===== src/sv/aslc_pkg.sv =====
// ----------------------------------------------------------------------------
// aslc_pkg
// Types, constants and the control program shared by the adaptive smoothing
// loop-current converter.
// ----------------------------------------------------------------------------
package aslc_pkg;

    localparam int FRAC_BITS  = 12;
    localparam int CUR_W      = 20;
    localparam int STORE_W    = 32;
    localparam int DIFF_W     = STORE_W + 1;
    localparam int GAIN_W     = 17;
    localparam int THRESH_W   = 19;
    localparam int DIST_W     = 15;
    localparam int STATUS_W   = 2;
    localparam int CFG_DATA_W = 20;
    localparam int CFG_IDX_W  = 3;

    localparam logic [GAIN_W-1:0] GAIN_ONE = 17'd65536;

    // Register reset values
    localparam logic [GAIN_W-1:0]   GAIN_LARGE_RST  = 17'd62259;
    localparam logic [GAIN_W-1:0]   GAIN_MEDIUM_RST = 17'd52429;
    localparam logic [GAIN_W-1:0]   GAIN_SMALL_RST  = 17'd6554;
    localparam logic [GAIN_W-1:0]   GAIN_TINY_RST   = 17'd3277;
    localparam logic [THRESH_W-1:0] THRESH_HIGH_RST = 19'd1024;
    localparam logic [THRESH_W-1:0] THRESH_MID_RST  = 19'd307;
    localparam logic [THRESH_W-1:0] THRESH_LOW_RST  = 19'd102;
    localparam logic signed [CUR_W-1:0] OFFSET_RST  = 20'sd358;

    // Range limits in 1/1024 mA (below 3.7 mA means c <= 3788)
    localparam logic signed [CUR_W-1:0] UNDER_LIM  = 20'sd3789;
    localparam logic signed [CUR_W-1:0] OVER_LIM   = 20'sd22528;
    localparam logic signed [CUR_W-1:0] CLAMP_LO   = 20'sd4096;
    localparam logic signed [CUR_W-1:0] CLAMP_HI   = 20'sd20480;
    localparam logic [10:0]             MM_SCALE   = 11'd1900;
    localparam logic [DIST_W-1:0]       DIST_BASE  = 15'd1600;
    localparam logic [DIST_W-1:0]       DIST_OVER  = 15'd16;

    localparam logic [STATUS_W-1:0] RS_NORMAL = 2'd0;
    localparam logic [STATUS_W-1:0] RS_UNDER  = 2'd1;
    localparam logic [STATUS_W-1:0] RS_OVER   = 2'd2;

    typedef enum logic [CFG_IDX_W-1:0] {
        CFG_GAIN_LARGE  = 3'd0,
        CFG_GAIN_MEDIUM = 3'd1,
        CFG_GAIN_SMALL  = 3'd2,
        CFG_GAIN_TINY   = 3'd3,
        CFG_THRESH_HIGH = 3'd4,
        CFG_THRESH_MID  = 3'd5,
        CFG_THRESH_LOW  = 3'd6,
        CFG_OFFSET      = 3'd7
    } cfg_idx_t;

    // Program steps
    typedef logic [2:0] step_t;
    localparam step_t ST_IDLE = 3'd0;
    localparam step_t ST_GAIN = 3'd1;
    localparam step_t ST_MUL  = 3'd2;
    localparam step_t ST_WR   = 3'd3;
    localparam step_t ST_CONV = 3'd4;
    localparam step_t ST_EMIT = 3'd5;

    typedef enum logic [1:0] {
        COND_NEXT,      // advance to the next step
        COND_WAIT_IN,   // hold until a word is accepted
        COND_NO_UPD,    // jump to target when the word carries no update
        COND_WAIT_OUT   // hold until the output register is free, then jump
    } cond_t;

    typedef struct packed {
        logic  ld;
        logic  sel;
        logic  mul;
        logic  wr;
        logic  cvc;
        logic  emit;
        cond_t cond;
        step_t target;
    } ucode_t;

    // Gated datapath enables from the sequencer
    typedef struct packed {
        logic ld;
        logic sel;
        logic mul;
        logic wr;
        logic cvc;
        logic emit;
    } dp_ctl_t;

    typedef struct packed {
        logic upd;
        logic out_free;
    } dp_stat_t;

    function automatic ucode_t ucode_rom(input step_t step);
        ucode_t w;
        w = '{ld: 1'b0, sel: 1'b0, mul: 1'b0, wr: 1'b0, cvc: 1'b0, emit: 1'b0,
               cond: COND_NEXT, target: ST_IDLE};
        case (step)
            ST_IDLE: begin
                w.ld   = 1'b1;
                w.cond = COND_WAIT_IN;
            end
            ST_GAIN: begin
                w.sel    = 1'b1;
                w.cond   = COND_NO_UPD;
                w.target = ST_CONV;
            end
            ST_MUL: begin
                w.mul = 1'b1;
            end
            ST_WR: begin
                w.wr = 1'b1;
            end
            ST_CONV: begin
                w.cvc = 1'b1;
            end
            ST_EMIT: begin
                w.emit   = 1'b1;
                w.cond   = COND_WAIT_OUT;
                w.target = ST_IDLE;
            end
            default: begin
                w.cond   = COND_WAIT_OUT;
                w.target = ST_IDLE;
            end
        endcase
        return w;
    endfunction

endpackage


===== src/sv/adaptive_smoothing_loop_current_to_mm.sv =====
// ----------------------------------------------------------------------------
// adaptive_smoothing_loop_current_to_mm
// Per-channel adaptive exponential smoothing of a loop current with linear
// mapping to distance, run by a six-step control program.
// ----------------------------------------------------------------------------
// Steps: an accepted word with update set passes load, gain select, multiply,
// store write, convert and emit; with update clear it jumps from gain select to convert.
// A new word is accepted only once the previous result has been emitted; the
// single gain multiplier and the stepped program serve one word at a time.
// Reset (aresetn low, synchronous): smoothed values cleared, registers back
// to their defaults, no result pending.
module adaptive_smoothing_loop_current_to_mm #(
    parameter int CHANNEL_COUNT = 2
) (
    input  logic        aclk,
    input  logic        aresetn,
    input  logic        s_tvalid,
    output logic        s_tready,
    input  logic [23:0] s_tdata,   // [19:0] current_in, [23:20] zero
    input  logic [1:0]  s_tuser,   // [0] channel, [1] update
    output logic        m_tvalid,
    input  logic        m_tready,
    output logic [39:0] m_tdata,   // [14:0] distance_mm, [34:15] smoothed_current, [39:35] zero
    output logic [1:0]  m_tuser,   // [1:0] range_status
    input  logic        cfg_valid,
    output logic        cfg_ready,
    input  logic [aslc_pkg::CFG_IDX_W-1:0]  cfg_index,
    input  logic [aslc_pkg::CFG_DATA_W-1:0] cfg_data
);
    import aslc_pkg::*;

    dp_ctl_t                 ctl;
    dp_stat_t                stat;
    logic [DIST_W-1:0]       dist_out;
    logic signed [CUR_W-1:0] cur_out;

    assign cfg_ready = aresetn;

    aslc_seq u_seq (
        .aclk     (aclk),
        .aresetn  (aresetn),
        .in_valid (s_tvalid),
        .in_ready (s_tready),
        .stat     (stat),
        .ctl      (ctl)
    );

    aslc_dp #(
        .CHANNEL_COUNT (CHANNEL_COUNT)
    ) u_dp (
        .aclk        (aclk),
        .aresetn     (aresetn),
        .ctl         (ctl),
        .stat        (stat),
        .cur_in      (signed'(s_tdata[CUR_W-1:0])),
        .chan_in     (s_tuser[0]),
        .upd_in      (s_tuser[1]),
        .cfg_we      (cfg_valid && cfg_ready),
        .cfg_index   (cfg_index),
        .cfg_data    (cfg_data),
        .out_valid   (m_tvalid),
        .out_ready   (m_tready),
        .out_dist    (dist_out),
        .out_status  (m_tuser),
        .out_current (cur_out)
    );

    assign m_tdata = {5'b0, cur_out, dist_out};

endmodule


===== src/sv/aslc_seq.sv =====
// ----------------------------------------------------------------------------
// aslc_seq
// Step counter and control-store sequencer; gates each control word with its
// wait condition and resolves conditional jumps.
// ----------------------------------------------------------------------------
module aslc_seq (
    input  logic               aclk,
    input  logic               aresetn,
    input  logic               in_valid,
    output logic               in_ready,
    input  aslc_pkg::dp_stat_t stat,
    output aslc_pkg::dp_ctl_t  ctl
);
    import aslc_pkg::*;

    step_t  step_reg;
    step_t  step_next;
    ucode_t uc;
    logic   hold;
    logic   jump;

    always_ff @(posedge aclk) begin
        if (!aresetn) begin
            step_reg <= ST_IDLE;
        end else begin
            step_reg <= step_next;
        end
    end

    always_comb begin
        uc   = ucode_rom(step_reg);
        hold = ((uc.cond == COND_WAIT_IN) && !in_valid) ||
               ((uc.cond == COND_WAIT_OUT) && !stat.out_free);
        jump = ((uc.cond == COND_NO_UPD) && !stat.upd) || (uc.cond == COND_WAIT_OUT);
        if (hold) begin
            step_next = step_reg;
        end else if (jump) begin
            step_next = uc.target;
        end else begin
            step_next = step_reg + 3'd1;
        end
        in_ready = (uc.cond == COND_WAIT_IN) && aresetn;
        ctl.ld   = uc.ld   && !hold;
        ctl.sel  = uc.sel  && !hold;
        ctl.mul  = uc.mul  && !hold;
        ctl.wr   = uc.wr   && !hold;
        ctl.cvc  = uc.cvc  && !hold;
        ctl.emit = uc.emit && !hold;
    end

endmodule


===== src/sv/aslc_dp.sv =====
// ----------------------------------------------------------------------------
// aslc_dp
// Datapath: configuration registers, per-channel smoothed store, gain select,
// gain multiply, store update, offset/saturate and mm conversion with the
// output register.
// ----------------------------------------------------------------------------
module aslc_dp #(
    parameter int CHANNEL_COUNT = 2
) (
    input  logic                              aclk,
    input  logic                              aresetn,
    input  aslc_pkg::dp_ctl_t                 ctl,
    output aslc_pkg::dp_stat_t                stat,
    input  logic signed [aslc_pkg::CUR_W-1:0] cur_in,
    input  logic                              chan_in,
    input  logic                              upd_in,
    input  logic                              cfg_we,
    input  logic [aslc_pkg::CFG_IDX_W-1:0]    cfg_index,
    input  logic [aslc_pkg::CFG_DATA_W-1:0]   cfg_data,
    output logic                              out_valid,
    input  logic                              out_ready,
    output logic [aslc_pkg::DIST_W-1:0]       out_dist,
    output logic [aslc_pkg::STATUS_W-1:0]     out_status,
    output logic signed [aslc_pkg::CUR_W-1:0] out_current
);
    import aslc_pkg::*;

    localparam int CH_W = (CHANNEL_COUNT > 1) ? $clog2(CHANNEL_COUNT) : 1;
    localparam int PROD_W = DIFF_W + GAIN_W + 1;

    // Configuration registers
    logic [GAIN_W-1:0]         gain_large_reg, gain_medium_reg, gain_small_reg, gain_tiny_reg;
    logic [THRESH_W-1:0]       thresh_high_reg, thresh_mid_reg, thresh_low_reg;
    logic signed [CUR_W-1:0]   offset_reg;
    logic [GAIN_W-1:0]         cfg_gain;

    // Store and working registers
    logic signed [STORE_W-1:0] store_reg [CHANNEL_COUNT];
    logic [CH_W-1:0]           ch_reg;
    logic                      upd_reg;
    logic signed [DIFF_W-1:0]  diff_reg;
    logic [GAIN_W-1:0]         gain_reg;
    logic signed [PROD_W-1:0]  prod_reg;
    logic signed [CUR_W-1:0]   c_reg;
    logic                      out_valid_reg;
    logic [DIST_W-1:0]         dist_reg;
    logic [STATUS_W-1:0]       status_reg;
    logic signed [CUR_W-1:0]   cur_reg;

    logic [CH_W-1:0]           ch_in;
    logic signed [STORE_W-1:0] ld_rd;
    logic signed [DIFF_W-1:0]  diff_next;
    logic [DIFF_W-1:0]         mag;
    logic [GAIN_W-1:0]         gain_next;
    logic signed [PROD_W-1:0]  prod_next;
    logic signed [STORE_W-1:0] cur_rd;
    logic signed [STORE_W-1:0] store_next;
    logic signed [CUR_W:0]     c_sum;
    logic signed [CUR_W-1:0]   c_next;
    logic signed [CUR_W-1:0]   c_clamp;
    logic [14:0]               c_ofs;
    logic [24:0]               mm_prod;
    logic [DIST_W-1:0]         dist_next;
    logic [STATUS_W-1:0]       status_next;

    assign cfg_gain = (cfg_data[GAIN_W-1:0] > GAIN_ONE) ? GAIN_ONE : cfg_data[GAIN_W-1:0];

    always_ff @(posedge aclk) begin
        if (!aresetn) begin
            gain_large_reg  <= GAIN_LARGE_RST;
            gain_medium_reg <= GAIN_MEDIUM_RST;
            gain_small_reg  <= GAIN_SMALL_RST;
            gain_tiny_reg   <= GAIN_TINY_RST;
            thresh_high_reg <= THRESH_HIGH_RST;
            thresh_mid_reg  <= THRESH_MID_RST;
            thresh_low_reg  <= THRESH_LOW_RST;
            offset_reg      <= OFFSET_RST;
        end else if (cfg_we) begin
            case (cfg_index)
                CFG_GAIN_LARGE:  gain_large_reg  <= cfg_gain;
                CFG_GAIN_MEDIUM: gain_medium_reg <= cfg_gain;
                CFG_GAIN_SMALL:  gain_small_reg  <= cfg_gain;
                CFG_GAIN_TINY:   gain_tiny_reg   <= cfg_gain;
                CFG_THRESH_HIGH: thresh_high_reg <= cfg_data[THRESH_W-1:0];
                CFG_THRESH_MID:  thresh_mid_reg  <= cfg_data[THRESH_W-1:0];
                CFG_THRESH_LOW:  thresh_low_reg  <= cfg_data[THRESH_W-1:0];
                CFG_OFFSET:      offset_reg      <= signed'(cfg_data);
                default: ;
            endcase
        end
    end

    // Load: difference between the scaled sample and the stored value
    assign ch_in     = (CHANNEL_COUNT > 1) ? CH_W'(chan_in) : '0;
    assign ld_rd     = store_reg[ch_in];
    assign diff_next = signed'({cur_in[CUR_W-1], cur_in, {FRAC_BITS{1'b0}}})
                       - signed'({ld_rd[STORE_W-1], ld_rd});

    // Gain select on the magnitude of the change
    always_comb begin
        mag = diff_reg[DIFF_W-1] ? DIFF_W'(-diff_reg) : DIFF_W'(diff_reg);
        if (mag > DIFF_W'({thresh_high_reg, {FRAC_BITS{1'b0}}})) begin
            gain_next = gain_large_reg;
        end else if (mag > DIFF_W'({thresh_mid_reg, {FRAC_BITS{1'b0}}})) begin
            gain_next = gain_medium_reg;
        end else if (mag >= DIFF_W'({thresh_low_reg, {FRAC_BITS{1'b0}}})) begin
            gain_next = gain_small_reg;
        end else begin
            gain_next = gain_tiny_reg;
        end
    end

    assign prod_next = PROD_W'(diff_reg) * PROD_W'(signed'({1'b0, gain_reg}));

    // Floor of the Q16 product is the arithmetic shift; wrap to store width
    assign cur_rd     = store_reg[ch_reg];
    assign store_next = cur_rd + prod_reg[STORE_W+15:16];

    // Offset and saturate
    always_comb begin
        c_sum = signed'({cur_rd[STORE_W-1], cur_rd[STORE_W-1:FRAC_BITS]})
                + signed'({offset_reg[CUR_W-1], offset_reg});
        if (c_sum[CUR_W] != c_sum[CUR_W-1]) begin
            c_next = c_sum[CUR_W] ? signed'({1'b1, {(CUR_W-1){1'b0}}})
                                  : signed'({1'b0, {(CUR_W-1){1'b1}}});
        end else begin
            c_next = c_sum[CUR_W-1:0];
        end
    end

    // Range check and linear map to 1/16 mm
    always_comb begin
        if (c_reg < CLAMP_LO) begin
            c_clamp = CLAMP_LO;
        end else if (c_reg > CLAMP_HI) begin
            c_clamp = CLAMP_HI;
        end else begin
            c_clamp = c_reg;
        end
        c_ofs   = 15'(c_clamp - CLAMP_LO);
        mm_prod = 25'(c_ofs) * 25'(MM_SCALE) + 25'd512;
        if (c_reg < UNDER_LIM) begin
            status_next = RS_UNDER;
            dist_next   = '0;
        end else if (c_reg > OVER_LIM) begin
            status_next = RS_OVER;
            dist_next   = DIST_OVER;
        end else begin
            status_next = RS_NORMAL;
            dist_next   = DIST_BASE + mm_prod[24:10];
        end
    end

    always_ff @(posedge aclk) begin
        if (!aresetn) begin
            for (int i = 0; i < CHANNEL_COUNT; i++) begin
                store_reg[i] <= '0;
            end
        end else if (ctl.wr) begin
            store_reg[ch_reg] <= store_next;
        end
    end

    always_ff @(posedge aclk) begin
        if (!aresetn) begin
            upd_reg       <= 1'b0;
            out_valid_reg <= 1'b0;
        end else begin
            if (ctl.ld) begin
                upd_reg <= upd_in;
            end
            if (ctl.emit) begin
                out_valid_reg <= 1'b1;
            end else if (out_ready) begin
                out_valid_reg <= 1'b0;
            end
        end
    end

    always_ff @(posedge aclk) begin
        if (ctl.ld) begin
            ch_reg   <= ch_in;
            diff_reg <= diff_next;
        end
        if (ctl.sel) begin
            gain_reg <= gain_next;
        end
        if (ctl.mul) begin
            prod_reg <= prod_next;
        end
        if (ctl.cvc) begin
            c_reg <= c_next;
        end
        if (ctl.emit) begin
            dist_reg   <= dist_next;
            status_reg <= status_next;
            cur_reg    <= c_reg;
        end
    end

    assign stat.upd      = upd_reg;
    assign stat.out_free = !out_valid_reg || out_ready;
    assign out_valid     = out_valid_reg;
    assign out_dist      = dist_reg;
    assign out_status    = status_reg;
    assign out_current   = cur_reg;

endmodule

===== config.mk =====
export PLATFORM = sky130hd
export DESIGN_NAME = adaptive_smoothing_loop_current_to_mm
export DESIGN_NICKNAME = d
export VERILOG_FILES = /design/src/sv/aslc_pkg.sv /design/src/sv/adaptive_smoothing_loop_current_to_mm.sv /design/src/sv/aslc_seq.sv /design/src/sv/aslc_dp.sv
export SDC_FILE = /design/constraint.sdc
export NUM_CORES = 2
export LEC_CHECK = 0
export BUFFER_PORTS_ARGS = -buffer_cell sky130_fd_sc_hd__buf_2
export CAP_MARGIN = 10
export CORE_ASPECT_RATIO = 1.75
export CORE_UTILIZATION = 55
export CTS_CLUSTER_SIZE = 25
export DETAILED_ROUTE_END_ITERATION = 10
export GPL_TIMING_DRIVEN = 0
export HOLD_SLACK_MARGIN = 0.1
export PLACE_DENSITY = 0.73
export SLEW_MARGIN = 15
export SYNTH_ARGS = -nofsm -noshare
export SYNTH_HDL_FRONTEND = slang
export SYNTH_HIERARCHICAL = 1
export SYNTH_SLANG_ARGS = --single-unit

===== constraint.sdc =====
create_clock -name aclk -period 8.5 [get_ports aclk]
set_input_delay 0.425 -clock aclk [delete_from_list [all_inputs] [get_ports aclk]]
set_output_delay 0.425 -clock aclk [all_outputs]
set_load 0.01 [all_outputs]

==> results <==
- For the final routed database, the setup TNS stands at 0 ns.
- The signal arrival time at the worst endpoint is 8.66 ns.
- The global-route wire length before repair is 188000 µm.
- STA classifies the critical path endpoint as a flip-flop.
- The region available for standard cell placement spans 0.0733 mm².
- The post-synthesis mux area share is 2.33%.
- The area fraction of the dominant cell type after synthesis is 28.0%.
- The final count of pins violating max slew is 0.
- Clock-pin slew was measured on the worst setup and hold paths at 0.07 ns.
- The number of optimization iterations in the first detailed-route pass is 6.
- Compared with the post-synthesis result, the final layout area differs by 8.66%.
- The aggregate global routing overflow is 0.
- The synthesized netlist occupies a cell area of 0.0409 mm².
- On the final layout, the worst clock skew is 0.0310 ns.
- In the synthesized netlist, the number of instances is 4427.
- The final critical-path required period is 8.35 ns.
- For this run, the top clock speed supported by timing is 0.120 GHz.
- Summing the areas of all xor and xnor instances in the mapped netlist gives 3.64% of the synthesized area.
- Summing the areas of all and, or, nand and nor instances in the mapped netlist gives 15.9% of the synthesized area.
- In the synthesized netlist the dominant register cell turns out to be sky130_fd_sc_hd__edfxtp_1.
- The tightest min-delay check is of the in -> reg type.
- After floorplanning, the core was divided into 131 placement rows.
- The number of antenna violations at the first check in global routing is 7.
- In the routed design, unresolved DRC markers number 0.
- The largest area contributor in the netlist is sky130_fd_sc_hd__fa_1.
- The combined area of the multi-input logic cells is 0.0282 mm².
- The clock passes through at most 3 buffers.
- Setup violations remaining at the end of the flow were counted as 0.
- The count of buffers added on input and output ports is 87.
- Measured along the y axis, the die boundary spans 363 µm.
- The initial utilization of the core area, before any placement, comes to 55.8%.
- The first routing iteration left 2233 violations.
- The number of global-route vias before repair is 33400.
- The dominant combinational cell family by area after synthesis is adder cells.
- Of the total synthesized cell area, the portion taken by full adders, half adders and majority gates is 37.2%.
- The deepest level of the CTS H-tree is 2.
- During synthesis, Yosys emitted a total of 6 warnings.
- For this run, the slowest stage of the critical path takes 0.79 ns.
- The count of cell types in the netlist is 89.
- The number of buffers created by CTS is 37.
- The average instance area after synthesis is 9.24 µm².
- The async set or reset register ratio after synthesis is 0%.
- In the post-synthesis netlist, the biggest area contributors are sky130_fd_sc_hd__fa_1, sky130_fd_sc_hd__edfxtp_1, sky130_fd_sc_hd__ha_1.
- The final weighted congestion of routability-driven global placement is 0.982.
- The flow ran to the end, and the final reports show no timing, DRC or antenna violations.
- The headroom to the max-slew limit is 22.3%.
- The count of fill cells added during filler insertion is 6190.
- After the last flow step, the layout net total stands at 5509.
- The reported max-cap violation count is 0.
- The critical path class is reg -> reg.
- The depth of the worst hold-timing path is 2.
- The critical path required time is 8.80 ns.
- Walking the worst path, the cells encountered are clkbuf_1, nand2_1, fa_1, inv_1, fa_1, inv_1, fa_1, fa_1, fa_1, inv_1, fa_1, ha_1, nand4_1, a211oi_4, o211ai_1, nand3_1, o2111a_1, nor2_2, o21ai_0, a21oi_1, xnor2_2.
- The overall track demand over capacity in global routing is 33.6%.
- The area enclosed by the die boundary is 0.0755 mm².
- The share of the synthesized area in compound gates (AO/OA/AOI/OAI) is 9.38%.
- Entering global routing, the biggest net connects 28 pins.
- The commonest cells after synthesis are sky130_fd_sc_hd__inv_1, sky130_fd_sc_hd__nand2_1, sky130_fd_sc_hd__fa_1.
- Counting every sink on the clock net gives 355.
- The proportion of layout cells with a drive suffix above 1 is 7.37%.
- The register with the most flip-flops in the layout has 64 of them.
- The worst register-to-register path has a depth of 21.
- The area occupied by registers is 0.00915 mm².
- Yosys instantiated no cell more often than sky130_fd_sc_hd__inv_1.
- The total count of hold-check failures in the final report came to 0.
- The wire-length estimate of the detail-placed layout is 99200 µm.
- The cell repeated most along the worst path is sky130_fd_sc_hd__fa_1.
- The number of synthesized flops with an enable pin is 204.
- In the final routed layout, each cell accounts on average for 22.1 µm.
- At the pin with the least slew margin, the transition time is 1.15 ns.
- TritonCTS built the clock tree.
- Measured along the x axis, the die boundary spans 208 µm.
- The total via count after detailed routing is 32200.
- The maximum fanout count along the critical path is 11.
- Using the TritonRoute via totals, the vias-per-cell ratio works out to 5.79.
- The detail route stage leaves a number of antenna-violating nets equal to 0.
- The clock latency at the later pin of the worst-skew pair is 0.59 ns.
- The top-level I/O count is 99.
- After synthesis, flip-flops and latches occupy 22.4% of the total area.
- The nature of the critical path startpoint is a flip-flop.
- The master cell of the clock root buffer is sky130_fd_sc_hd__clkbuf_16.
- The final critical path takes up 98.3% of the cycle.
- The slowest stage cell on the critical path is sky130_fd_sc_hd__edfxtp_1.
- The routed wire length is 123000 µm.
- The synthesized design contains 355 register bits.
-- area by class of cell --
type | instances | share of cell area [%]
clock buffer | 45 | 2.20
buffer | 187 | 1.79
clock inverter | 21 | 0.532
sequential | 355 | 20.6
inverter | 777 | 6.56
tap | 931 | 2.62
timing repair buffer | 138 | 2.09
multi-input combinational | 3088 | 63.6
antenna | 7 | 0.0394
-- per-stage QoR --
step,util [%],setup WS [ns],instance area (µm²),instances,hold WS (ns)
detailed placement,58.2,-1.62,42700,5458,0.437
global route,60.6,-0.0159,44400,5546,0.128
CTS,60.1,0.00510,44100,5520,0.100
floorplan,-,0.123,40900,4431,0.424
finish,60.6,0.148,44400,5549,0.125
global placement,58.0,-1.63,42500,5449,0.437
-- layer usage --
metal | global-route usage, % | share of wire [%]
met4 | 30.7 | 11
met5 | 0 | 0.026
met2 | 59.7 | 51
met1 | 33.7 | 32
met3 | 5.15 | 6.5
-- cell usage in the layout, fill, tap and decap left out, types with 58 or more instances in the layout --
master                     Yosys  routed
sky130_fd_sc_hd__fa_1        572     572
sky130_fd_sc_hd__mux2i_1      58      58
sky130_fd_sc_hd__o21ai_0     101      98
sky130_fd_sc_hd__ha_1        299     296
sky130_fd_sc_hd__nor2_1      224     221
sky130_fd_sc_hd__xnor2_1     111     107
sky130_fd_sc_hd__dfxtp_1     151     151
sky130_fd_sc_hd__and2_1      247     247
sky130_fd_sc_hd__a21oi_1     106     102
sky130_fd_sc_hd__nand2_1     660     658
sky130_fd_sc_hd__inv_1       777     774
sky130_fd_sc_hd__clkbuf_1    191     135
sky130_fd_sc_hd__a21boi_0     73      72
sky130_fd_sc_hd__edfxtp_1    204     204
sky130_fd_sc_hd__buf_2         1      88
-- worst paths after layout --
path	start	endpoint	slack (ns)
worst min register to register	u_dp/c_reg[1]	u_dp/out_current[1]	0.45
worst max register to register	u_dp/diff_reg[17]	u_dp/prod_reg[44]	0.15
worst max-delay path	u_dp/diff_reg[17]	u_dp/prod_reg[44]	0.15
worst min-delay path	aresetn	u_seq/step_reg[2]	0.12
-- logic make-up (layout without fill, tap and decap cells) --
logic type | count (synthesis) | in the layout
and+or+nand+nor | 1393 | 1393
muxes | 91 | 91
xor gates and xnor gates | 168 | 168
adders and majority gates | 873 | 873
AOI/OAI and AO/OA | 558 | 558
DFF | 355 | 355
other | 1 | 12
buffers and inverters | 988 | 1168
-- worst max-delay path: cells and delay by family, from the launching register on --
family / cells / cell delay, ns
compound gates: 5 / 1.97
xor+xnor: 1 / 0.51
fa+ha+maj: 7 / 3.44
buf+inv: 4 / 0.62
flops: 1 / 0.79
simple gates: 4 / 0.72
-- what timing repair did --
item / 4_1_cts / 5_1_grt
gates resized for setup: 46 / 63
setup buffers: 7 / 33
hold endpoints to repair: 2 / 0
hold buffers: 2 / 0
pin swaps: 2 / 9
setup endpoints to repair: 24 / 13
Power is not shown: default switching activity piles up to over one toggle a cycle in this logic, so the estimate is an artifact.
